**src/design/gsc_pkg.sv**
```systemverilog
`timescale 1ns / 1ps
// ----------------------------------------------------------------------------
// gsc_pkg
// Shared widths, register indexes and reset values of the gear shift
// controller.
// ----------------------------------------------------------------------------
package gsc_pkg;

    localparam int unsigned GEARS        = 5;
    localparam int unsigned SPEED_W      = 10;
    localparam int unsigned RPM_W        = 16;
    localparam int unsigned GEAR_W       = 3;
    localparam int unsigned CNT_W        = 16;
    localparam int unsigned CFG_IDX_W    = 3;
    localparam int unsigned CFG_DATA_W   = 16;
    localparam int unsigned FRAC_BITS    = 8;
    localparam int unsigned PROD_W       = SPEED_W + CFG_DATA_W;

    typedef logic [SPEED_W-1:0]    speed_t;
    typedef logic [RPM_W-1:0]      rpm_t;
    typedef logic [GEAR_W-1:0]     gear_t;
    typedef logic [CNT_W-1:0]      cnt_t;
    typedef logic [CFG_DATA_W-1:0] cfg_data_t;

    typedef enum logic [CFG_IDX_W-1:0] {
        REG_FACTOR_GEAR1      = 3'd0,
        REG_FACTOR_GEAR2      = 3'd1,
        REG_FACTOR_GEAR3      = 3'd2,
        REG_FACTOR_GEAR4      = 3'd3,
        REG_FACTOR_GEAR5      = 3'd4,
        REG_UPSHIFT_RPM       = 3'd5,
        REG_DOWNSHIFT_RPM     = 3'd6,
        REG_TOP_DOWNSHIFT_RPM = 3'd7
    } cfg_idx_t;

    localparam gear_t GEAR_FIRST = 3'd0;
    localparam gear_t GEAR_TOP   = 3'(GEARS - 1);

    localparam cfg_data_t FACTOR_GEAR1_RST      = 16'd26855;
    localparam cfg_data_t FACTOR_GEAR2_RST      = 16'd18717;
    localparam cfg_data_t FACTOR_GEAR3_RST      = 16'd12930;
    localparam cfg_data_t FACTOR_GEAR4_RST      = 16'd9042;
    localparam cfg_data_t FACTOR_GEAR5_RST      = 16'd7595;
    localparam cfg_data_t UPSHIFT_RPM_RST       = 16'd2500;
    localparam cfg_data_t DOWNSHIFT_RPM_RST     = 16'd700;
    localparam cfg_data_t TOP_DOWNSHIFT_RPM_RST = 16'd2000;

    localparam rpm_t   RPM_SAT       = '1;
    localparam rpm_t   RPM_MIN_RST   = '1;
    localparam speed_t SPEED_MIN_RST = '1;

endpackage

```
**src/design/gsc_if.sv**
```systemverilog
`timescale 1ns / 1ps
// ----------------------------------------------------------------------------
// gsc_if
// Valid/ready channels of the gear shift controller: speed samples,
// results and configuration writes.
// ----------------------------------------------------------------------------
interface gsc_sample_if;
    import gsc_pkg::*;

    logic   valid;
    logic   ready;
    speed_t speed_kmh;

    modport source (output valid, output speed_kmh, input ready);
    modport sink   (input valid, input speed_kmh, output ready);
endinterface

interface gsc_result_if;
    import gsc_pkg::*;

    logic   valid;
    logic   ready;
    rpm_t   engine_rpm;
    gear_t  gear_used;
    gear_t  next_gear;
    logic   shifted_up;
    logic   shifted_down;
    rpm_t   min_rpm_seen;
    rpm_t   max_rpm_seen;
    speed_t min_speed_seen;
    speed_t max_speed_seen;
    cnt_t   upshift_total;
    cnt_t   downshift_total;

    modport source (
        output valid, output engine_rpm, output gear_used, output next_gear,
        output shifted_up, output shifted_down, output min_rpm_seen,
        output max_rpm_seen, output min_speed_seen, output max_speed_seen,
        output upshift_total, output downshift_total, input ready
    );
    modport sink (
        input valid, input engine_rpm, input gear_used, input next_gear,
        input shifted_up, input shifted_down, input min_rpm_seen,
        input max_rpm_seen, input min_speed_seen, input max_speed_seen,
        input upshift_total, input downshift_total, output ready
    );
endinterface

interface gsc_cfg_if;
    import gsc_pkg::*;

    logic                 valid;
    logic                 ready;
    logic [CFG_IDX_W-1:0] index;
    cfg_data_t            data;

    modport source (output valid, output index, output data, input ready);
    modport sink   (input valid, input index, input data, output ready);
endinterface

```
**src/design/gear_shift_controller_unit.sv**
```systemverilog
`timescale 1ns / 1ps
// ----------------------------------------------------------------------------
// gear_shift_controller_unit
// Five-gear shift controller: rpm from speed, per-gear min/max and shift
// statistics, shift decision per speed sample.
// ----------------------------------------------------------------------------
// Takes one speed sample per cycle while the result is not stalled and
// returns one result per sample: the sample lands in an input register, and
// the 10x16 rpm multiply, the store updates and the shift decision then run
// into the result register. A stalled result blocks new samples once the
// input register holds one. Consecutive samples see the gear left by the
// previous one. Configuration writes are always ready and take effect at
// once; unused indexes do not exist since all eight codes are registers.
// ----------------------------------------------------------------------------
module gear_shift_controller_unit (
    input  logic        clk,
    input  logic        rst_n,
    gsc_sample_if.sink  sample,
    gsc_result_if.source result,
    gsc_cfg_if.sink     cfg
);
    import gsc_pkg::*;

    // configuration
    cfg_data_t factor_reg [GEARS];
    rpm_t      upshift_rpm_reg;
    rpm_t      downshift_rpm_reg;
    rpm_t      top_downshift_rpm_reg;

    // state
    gear_t  current_gear_reg;
    rpm_t   rpm_max_reg   [GEARS];
    rpm_t   rpm_min_reg   [GEARS];
    speed_t speed_max_reg [GEARS];
    speed_t speed_min_reg [GEARS];
    cnt_t   up_cnt_reg    [GEARS];
    cnt_t   down_cnt_reg  [GEARS];

    // input stage
    logic   in_valid_reg;
    speed_t speed_reg;

    // result stage
    logic   out_valid_reg;
    rpm_t   rpm_out_reg;
    gear_t  gear_used_reg;
    gear_t  next_gear_reg;
    logic   up_reg;
    logic   down_reg;
    rpm_t   rpm_min_out_reg;
    rpm_t   rpm_max_out_reg;
    speed_t speed_min_out_reg;
    speed_t speed_max_out_reg;
    cnt_t   up_cnt_out_reg;
    cnt_t   down_cnt_out_reg;

    logic                      advance;
    logic                      process;
    logic [2:0]                g;
    logic [PROD_W-1:0]         product;
    logic [PROD_W-FRAC_BITS-1:0] rpm_wide;
    rpm_t                      rpm;
    rpm_t                      rpm_min_next;
    rpm_t                      rpm_max_next;
    speed_t                    speed_min_next;
    speed_t                    speed_max_next;
    cnt_t                      up_cnt_next;
    cnt_t                      down_cnt_next;
    gear_t                     gear_next;
    logic                      up;
    logic                      down;

    assign advance      = !out_valid_reg || result.ready;
    assign process      = in_valid_reg && advance;
    assign sample.ready = !in_valid_reg || advance;
    assign cfg.ready    = 1'b1;

    // ---- datapath ----
    always_comb
    begin
        g = (current_gear_reg > GEAR_TOP) ? GEAR_TOP : current_gear_reg;
        product  = PROD_W'(speed_reg) * PROD_W'(factor_reg[g]);
        rpm_wide = product[PROD_W-1:FRAC_BITS];
        rpm      = (|rpm_wide[PROD_W-FRAC_BITS-1:RPM_W]) ? RPM_SAT
                                                          : rpm_wide[RPM_W-1:0];

        rpm_max_next   = (rpm > rpm_max_reg[g]) ? rpm : rpm_max_reg[g];
        rpm_min_next   = (rpm < rpm_min_reg[g]) ? rpm : rpm_min_reg[g];
        speed_max_next = (speed_reg > speed_max_reg[g]) ? speed_reg : speed_max_reg[g];
        speed_min_next = (speed_reg < speed_min_reg[g]) ? speed_reg : speed_min_reg[g];

        up        = 1'b0;
        down      = 1'b0;
        gear_next = g;
        if (g != GEAR_TOP)
        begin
            if (rpm >= upshift_rpm_reg)
            begin
                up        = 1'b1;
                gear_next = g + 3'd1;
            end
            else if (g != GEAR_FIRST && rpm <= downshift_rpm_reg)
            begin
                down      = 1'b1;
                gear_next = g - 3'd1;
            end
        end
        else if (rpm <= top_downshift_rpm_reg)
        begin
            down      = 1'b1;
            gear_next = g - 3'd1;
        end

        up_cnt_next   = up_cnt_reg[g] + CNT_W'(up);
        down_cnt_next = down_cnt_reg[g] + CNT_W'(down);
    end

    // ---- configuration ----
    always_ff @(posedge clk or negedge rst_n)
    begin
        if (!rst_n)
        begin
            factor_reg[0]         <= FACTOR_GEAR1_RST;
            factor_reg[1]         <= FACTOR_GEAR2_RST;
            factor_reg[2]         <= FACTOR_GEAR3_RST;
            factor_reg[3]         <= FACTOR_GEAR4_RST;
            factor_reg[4]         <= FACTOR_GEAR5_RST;
            upshift_rpm_reg       <= UPSHIFT_RPM_RST;
            downshift_rpm_reg     <= DOWNSHIFT_RPM_RST;
            top_downshift_rpm_reg <= TOP_DOWNSHIFT_RPM_RST;
        end
        else if (cfg.valid)
        begin
            case (cfg_idx_t'(cfg.index))
                REG_FACTOR_GEAR1:      factor_reg[0]         <= cfg.data;
                REG_FACTOR_GEAR2:      factor_reg[1]         <= cfg.data;
                REG_FACTOR_GEAR3:      factor_reg[2]         <= cfg.data;
                REG_FACTOR_GEAR4:      factor_reg[3]         <= cfg.data;
                REG_FACTOR_GEAR5:      factor_reg[4]         <= cfg.data;
                REG_UPSHIFT_RPM:       upshift_rpm_reg       <= cfg.data;
                REG_DOWNSHIFT_RPM:     downshift_rpm_reg     <= cfg.data;
                REG_TOP_DOWNSHIFT_RPM: top_downshift_rpm_reg <= cfg.data;
                default:               ;
            endcase
        end
    end

    // ---- per-gear state ----
    always_ff @(posedge clk or negedge rst_n)
    begin
        if (!rst_n)
        begin
            current_gear_reg <= GEAR_FIRST;
            for (int i = 0; i < GEARS; i++)
            begin
                rpm_max_reg[i]   <= '0;
                rpm_min_reg[i]   <= RPM_MIN_RST;
                speed_max_reg[i] <= '0;
                speed_min_reg[i] <= SPEED_MIN_RST;
                up_cnt_reg[i]    <= '0;
                down_cnt_reg[i]  <= '0;
            end
        end
        else if (process)
        begin
            current_gear_reg <= gear_next;
            rpm_max_reg[g]   <= rpm_max_next;
            rpm_min_reg[g]   <= rpm_min_next;
            speed_max_reg[g] <= speed_max_next;
            speed_min_reg[g] <= speed_min_next;
            up_cnt_reg[g]    <= up_cnt_next;
            down_cnt_reg[g]  <= down_cnt_next;
        end
    end

    // ---- handshake control ----
    always_ff @(posedge clk or negedge rst_n)
    begin
        if (!rst_n)
        begin
            in_valid_reg  <= 1'b0;
            out_valid_reg <= 1'b0;
        end
        else
        begin
            if (sample.ready)
            begin
                in_valid_reg <= sample.valid;
            end
            if (advance)
            begin
                out_valid_reg <= in_valid_reg;
            end
        end
    end

    // ---- payload ----
    always_ff @(posedge clk)
    begin
        if (sample.valid && sample.ready)
        begin
            speed_reg <= sample.speed_kmh;
        end
        if (process)
        begin
            rpm_out_reg       <= rpm;
            gear_used_reg     <= g;
            next_gear_reg     <= gear_next;
            up_reg            <= up;
            down_reg          <= down;
            rpm_min_out_reg   <= rpm_min_next;
            rpm_max_out_reg   <= rpm_max_next;
            speed_min_out_reg <= speed_min_next;
            speed_max_out_reg <= speed_max_next;
            up_cnt_out_reg    <= up_cnt_next;
            down_cnt_out_reg  <= down_cnt_next;
        end
    end

    assign result.valid           = out_valid_reg;
    assign result.engine_rpm      = rpm_out_reg;
    assign result.gear_used       = gear_used_reg;
    assign result.next_gear       = next_gear_reg;
    assign result.shifted_up      = up_reg;
    assign result.shifted_down    = down_reg;
    assign result.min_rpm_seen    = rpm_min_out_reg;
    assign result.max_rpm_seen    = rpm_max_out_reg;
    assign result.min_speed_seen  = speed_min_out_reg;
    assign result.max_speed_seen  = speed_max_out_reg;
    assign result.upshift_total   = up_cnt_out_reg;
    assign result.downshift_total = down_cnt_out_reg;

    // ---- assertions ----
    a_gear_range: assert property (@(posedge clk) disable iff (!rst_n)
        current_gear_reg <= GEAR_TOP)
        else $error("current gear out of range");

    a_one_shift: assert property (@(posedge clk) disable iff (!rst_n)
        out_valid_reg |-> !(up_reg && down_reg))
        else $error("up and down shift in the same transaction");

    a_up_step: assert property (@(posedge clk) disable iff (!rst_n)
        (out_valid_reg && up_reg) |-> (next_gear_reg == gear_used_reg + 3'd1))
        else $error("upshift did not advance one gear");

    a_min_max: assert property (@(posedge clk) disable iff (!rst_n)
        out_valid_reg |-> (rpm_min_out_reg <= rpm_max_out_reg
                           && speed_min_out_reg <= speed_max_out_reg))
        else $error("min exceeds max in result");

    a_gear_follows: assert property (@(posedge clk) disable iff (!rst_n)
        process |=> (current_gear_reg == next_gear_reg))
        else $error("gear state does not match last result");

endmodule

```
**src/flat_wrapper.sv**
```systemverilog
// flat-port wrapper written by rule: the top's interface ports become plain ports
module gear_shift_controller_unit_flat import gsc_pkg::*;
  (clk, rst_n, sample_valid, sample_speed_kmh, sample_ready, result_valid, result_engine_rpm, result_gear_used, result_next_gear, result_shifted_up, result_shifted_down, result_min_rpm_seen, result_max_rpm_seen, result_min_speed_seen, result_max_speed_seen, result_upshift_total, result_downshift_total, result_ready, cfg_valid, cfg_index, cfg_data, cfg_ready);
  gsc_sample_if sample_i ();
  gsc_result_if result_i ();
  gsc_cfg_if cfg_i ();
  input  logic clk;
  input  logic rst_n;
  input wire logic [$bits(sample_i.valid)-1:0] sample_valid;
  input wire logic [$bits(sample_i.speed_kmh)-1:0] sample_speed_kmh;
  output wire logic [$bits(sample_i.ready)-1:0] sample_ready;
  output wire logic [$bits(result_i.valid)-1:0] result_valid;
  output wire logic [$bits(result_i.engine_rpm)-1:0] result_engine_rpm;
  output wire logic [$bits(result_i.gear_used)-1:0] result_gear_used;
  output wire logic [$bits(result_i.next_gear)-1:0] result_next_gear;
  output wire logic [$bits(result_i.shifted_up)-1:0] result_shifted_up;
  output wire logic [$bits(result_i.shifted_down)-1:0] result_shifted_down;
  output wire logic [$bits(result_i.min_rpm_seen)-1:0] result_min_rpm_seen;
  output wire logic [$bits(result_i.max_rpm_seen)-1:0] result_max_rpm_seen;
  output wire logic [$bits(result_i.min_speed_seen)-1:0] result_min_speed_seen;
  output wire logic [$bits(result_i.max_speed_seen)-1:0] result_max_speed_seen;
  output wire logic [$bits(result_i.upshift_total)-1:0] result_upshift_total;
  output wire logic [$bits(result_i.downshift_total)-1:0] result_downshift_total;
  input wire logic [$bits(result_i.ready)-1:0] result_ready;
  input wire logic [$bits(cfg_i.valid)-1:0] cfg_valid;
  input wire logic [$bits(cfg_i.index)-1:0] cfg_index;
  input wire logic [$bits(cfg_i.data)-1:0] cfg_data;
  output wire logic [$bits(cfg_i.ready)-1:0] cfg_ready;
  assign sample_i.valid = sample_valid;
  assign sample_i.speed_kmh = sample_speed_kmh;
  assign sample_ready = sample_i.ready;
  assign result_valid = result_i.valid;
  assign result_engine_rpm = result_i.engine_rpm;
  assign result_gear_used = result_i.gear_used;
  assign result_next_gear = result_i.next_gear;
  assign result_shifted_up = result_i.shifted_up;
  assign result_shifted_down = result_i.shifted_down;
  assign result_min_rpm_seen = result_i.min_rpm_seen;
  assign result_max_rpm_seen = result_i.max_rpm_seen;
  assign result_min_speed_seen = result_i.min_speed_seen;
  assign result_max_speed_seen = result_i.max_speed_seen;
  assign result_upshift_total = result_i.upshift_total;
  assign result_downshift_total = result_i.downshift_total;
  assign result_i.ready = result_ready;
  assign cfg_i.valid = cfg_valid;
  assign cfg_i.index = cfg_index;
  assign cfg_i.data = cfg_data;
  assign cfg_ready = cfg_i.ready;
  gear_shift_controller_unit u_core (.clk(clk), .rst_n(rst_n), .sample(sample_i), .result(result_i), .cfg(cfg_i));
endmodule
```
**config.mk**
```make
export PLATFORM = sky130hd
export DESIGN_NAME = gear_shift_controller_unit_flat
export DESIGN_NICKNAME = d
export VERILOG_FILES = /design/src/design/gsc_pkg.sv /design/src/design/gsc_if.sv /design/src/design/gear_shift_controller_unit.sv /design/src/flat_wrapper.sv
export SDC_FILE = /design/constraint.sdc
export NUM_CORES = 2
export LEC_CHECK = 0
export ABC_AREA = 1
export BUFFER_PORTS_ARGS = -buffer_cell sky130_fd_sc_hd__buf_4
export CORE_MARGIN = 10
export CORE_UTILIZATION = 31
export CTS_CLUSTER_DIAMETER = 100
export DETAILED_ROUTE_END_ITERATION = 7
export SYNTH_ARGS = -nofsm -noshare
export SYNTH_HDL_FRONTEND = slang
export SYNTH_SLANG_ARGS = --single-unit
```
**constraint.sdc**
```tcl
create_clock -name clk -period 14.92 [get_ports clk]
set_input_delay 0 -clock clk [delete_from_list [all_inputs] [get_ports clk]]
set_output_delay 0 -clock clk [all_outputs]
set_load 0.05 [all_outputs]
```
==> flow_metrics.py <==
metrics = {
    "sta": {
        "slew_viol_final": 0,
        "tns_ps": 0,
        "worst_pin_slew_ps": 1137,
        "rsz0062_at_grt": "false",
        "finClkSkew_ps": 34.33,
        "post-route-period-util": 0.8694,
        "hold_viol_final": 0,
        "period_minus_slack_ps": 12970,
        "max_freq_mhz": 77.09,
        "relSlewSlack": 0.2397,
        "setup_viol": 0,
    },
    "floorplan": {
        "fp-row-count": 125,
        "die_width_um": 361.5,
        "core_area_mm2": 0.1160,
        "die-area_mm2": 0.1307,
        "die_y_um": 361.5,
        "io_pins": 145,
        "start_util": 0.3115,
    },
    "global_route": {
        "grt-ovfl-total": 0,
        "track_usage": 0.1676,
        "grt_pass1_vias": 28780,
        "grt_max_degree": 120,
        "antenna_found_initial": 5,
        "grt_pass1_wl_um": 174200,
    },
    "route": {
        "drcViolationCount": 0,
        "vias": 29240,
        "routedWlPerCell_um": 19.20,
        "drtIter0Drc": 2748,
        "ant_nets": 0,
        "wl_um": 111200,
        "first_pass_iters": 5,
        "detail_route.vias_per_cell": 5.048,
    },
    "synth": {
        "synth_top_family_by_area": "simple AND/OR/NAND/NOR gates",
        "synthXorXnorAreaFrac": 0.006785,
        "synthFlopType": "dfrtp_1",
        "synth_compound_area_frac": 0.1422,
        "muxShareOfSynthArea": 0,
        "seq_area_frac_synth": 0.4872,
        "synth_cells": 4106,
        "synth-edff-count": 118,
        "synth_fa_ha_area_frac": 0.1175,
        "synth-simple-area-share": 0.1784,
        "synth_cell_types": 59,
        "async_flop_share": 0.8241,
        "synth-seq-cells": 671,
        "avgSynthCellArea_um2": 8.803,
        "synth.cell_area_mm2": 0.03614,
        "synth_fp_nets": 4414,
        "yosysWarnings": 0,
    },
    "setup_path": {
        "slowest_delay_ps": 660,
        "worst_path_max_delay_cell": "dfrtp_4",
        "worst_ep_required_time_ps": 15470,
        "worst-path-max-fanout": 56,
        "worstSetupEndpointType": "flip-flop",
        "cp-start-kind": "flip-flop",
        "cp_common_cell": "nand2_1",
        "ff2ff_path_depth": 51,
        "critPathKind": "reg -> reg",
        "cp.arrival_ps": 13520,
    },
    "worst_hold_path": {
        "worstHoldPathCells": 6,
        "hold_class": "in -> reg",
    },
    "layout": {
        "syn_to_final_growth_pct": 14.98,
        "fill_cells": 11870,
        "nets": 4512,
        "drive_gt1_frac": 0.1327,
    },
    "clock_network": {
        "worstSkewPairLatency_ps": 650,
        "htree_levels": 3,
        "clk_pin_slew_ps": 60,
        "root_buffer": "clkbuf_16",
        "post_cts_buffers": 0,
        "numCtsBuffers": 74,
        "post_cts_resize_count": 0,
        "cts_tree": "done",
        "clock_sinks": 671,
        "clockBufferDepth": 3,
    },
    "placed_design": {
        "numPortBuffers": 143,
        "post-dp-hpwl_um": 72010,
        "gp_congestion": 0.9083,
    },
    "outcome": {
        "status": "completed",
    },
    "run": {
        "maxCapViolations": 0,
    },
}
-- cell usage in the layout (no fill, tap or decap), drive strengths merged, types with 108 or more instances in the layout --
master	n
nand2	1072
o21ai	666
inv	407
dfrtp	370
nor2	251
buf	190
dfstp	183
nand3	170
ha	165
a21oi	123
edfxtp	118
fa	109
clkbuf	108
-- final timing paths --
kind / startpoint / end / slack (ps)
setup / recovery: u_core.current_gear_reg[2]$_DFFE_PN0P_ / u_core.down_cnt_reg[15]$_DFFE_PN0P_ / 1950
hold / removal: cfg_index[2] / u_core.top_downshift_rpm_reg[15]$_DFFE_PN0P_ / 20
setup reg to reg: u_core.current_gear_reg[2]$_DFFE_PN0P_ / u_core.down_cnt_reg[15]$_DFFE_PN0P_ / 1950
hold reg to reg: u_core.rpm_min_reg[57]$_DFFE_PN1P_ / u_core.rpm_min_reg[57]$_DFFE_PN1P_ / 470
max in group asynchronous: rst_n / u_core.factor_reg[49]$_DFFE_PN0P_ / 11960
min in group asynchronous: rst_n / u_core.in_valid_reg$_DFFE_PN0N_ / 40
-- cells by family (layout without fill, tap and decap cells) --
group / Yosys count / in the layout
compound gates: 940 / 940
other cells: 1 / 3
flops: 671 / 671
simple gates: 1566 / 1566
xor+xnor: 28 / 28
fa+ha+maj: 274 / 274
buf+inv: 626 / 786
-- final cells by class --
class	count	area, µm²	share of cell area
sequential	671	17610	0.4238
multi-input combinational	2809	16120	0.3879
clock buffer	108	2166	0.05212
tap	1524	1907	0.04588
timing repair buffer	235	1897	0.04564
inverter	413	1574	0.03787
clock inverter	30	275.3	0.006624
antenna	2	5.005	0.0001204
-- per-stage QoR --
step	setup slack, ps	std cells	util	area (µm²)	hold WS (ps)
after global placement	2307	5607	0.3332	38660	138.8
final	1949	5792	0.3581	41560	17.66
after detailed placement	2126	5607	0.3332	38660	156.2
after floorplan	5364	4106	-	36140	-295.6
after global routing	767.4	5790	0.3581	41550	72.40
after CTS	2124	5790	0.3581	41550	1.096
-- layer usage --
metal | routed length (µm) | track usage
met5 | 0 | 0
met4 | 2600 | 0.04253
met3 | 7101 | 0.02705
met2 | 49160 | 0.2598
met1 | 52330 | 0.2412
-- synthesized netlist by cell type (all sizes together), types with 2 or more instances --
cell,count,area [µm²]
nor3,20,105.1
clkbuf,159,596.8
and2,21,131.4
nor2,251,944.7
nand4,14,87.58
nand2,1072,4146
buf,54,295.3
o221ai,20,175.2
a22oi,49,367.9
o22ai,30,187.7
o21ai,666,3337
nand3,170,910.9
dfstp,183,4808
o211ai,7,52.55
o2111ai,3,26.28
o221a,2,22.52
edfxtp,118,3543
o31ai,3,22.52
ha,165,2064
a31oi,6,43.79
xor2,19,166.4
inv,405,1528
a211oi,7,52.55
o21a,2,15.01
clkinv,8,30.03
or2,14,87.58
a21oi,123,626.9
fa,109,2182
a32o,4,40.04
nor4,2,18.77
dfrtp,370,9259
a221o,11,110.1
xnor2,9,78.83
nand3b,2,15.01
-- critical path, delay by kind of cell (launching register included) --
family          cells  cell delay (ps)
simple gates       22             3430
fa+ha+maj           8             3390
compound gates     14             3200
buf+inv             6             1910
flops               1              660
xor+xnor            1              260
-- timing repair --
item | CTS | global route
hold endpoints to repair | 267 | 0
endpoints found under the setup margin | 0 | 0
hold buffers | 45 | 0
Power is left out: the tool's default activity adds up to more than one toggle a clock period on the data nets, which glitch-free logic cannot reach.
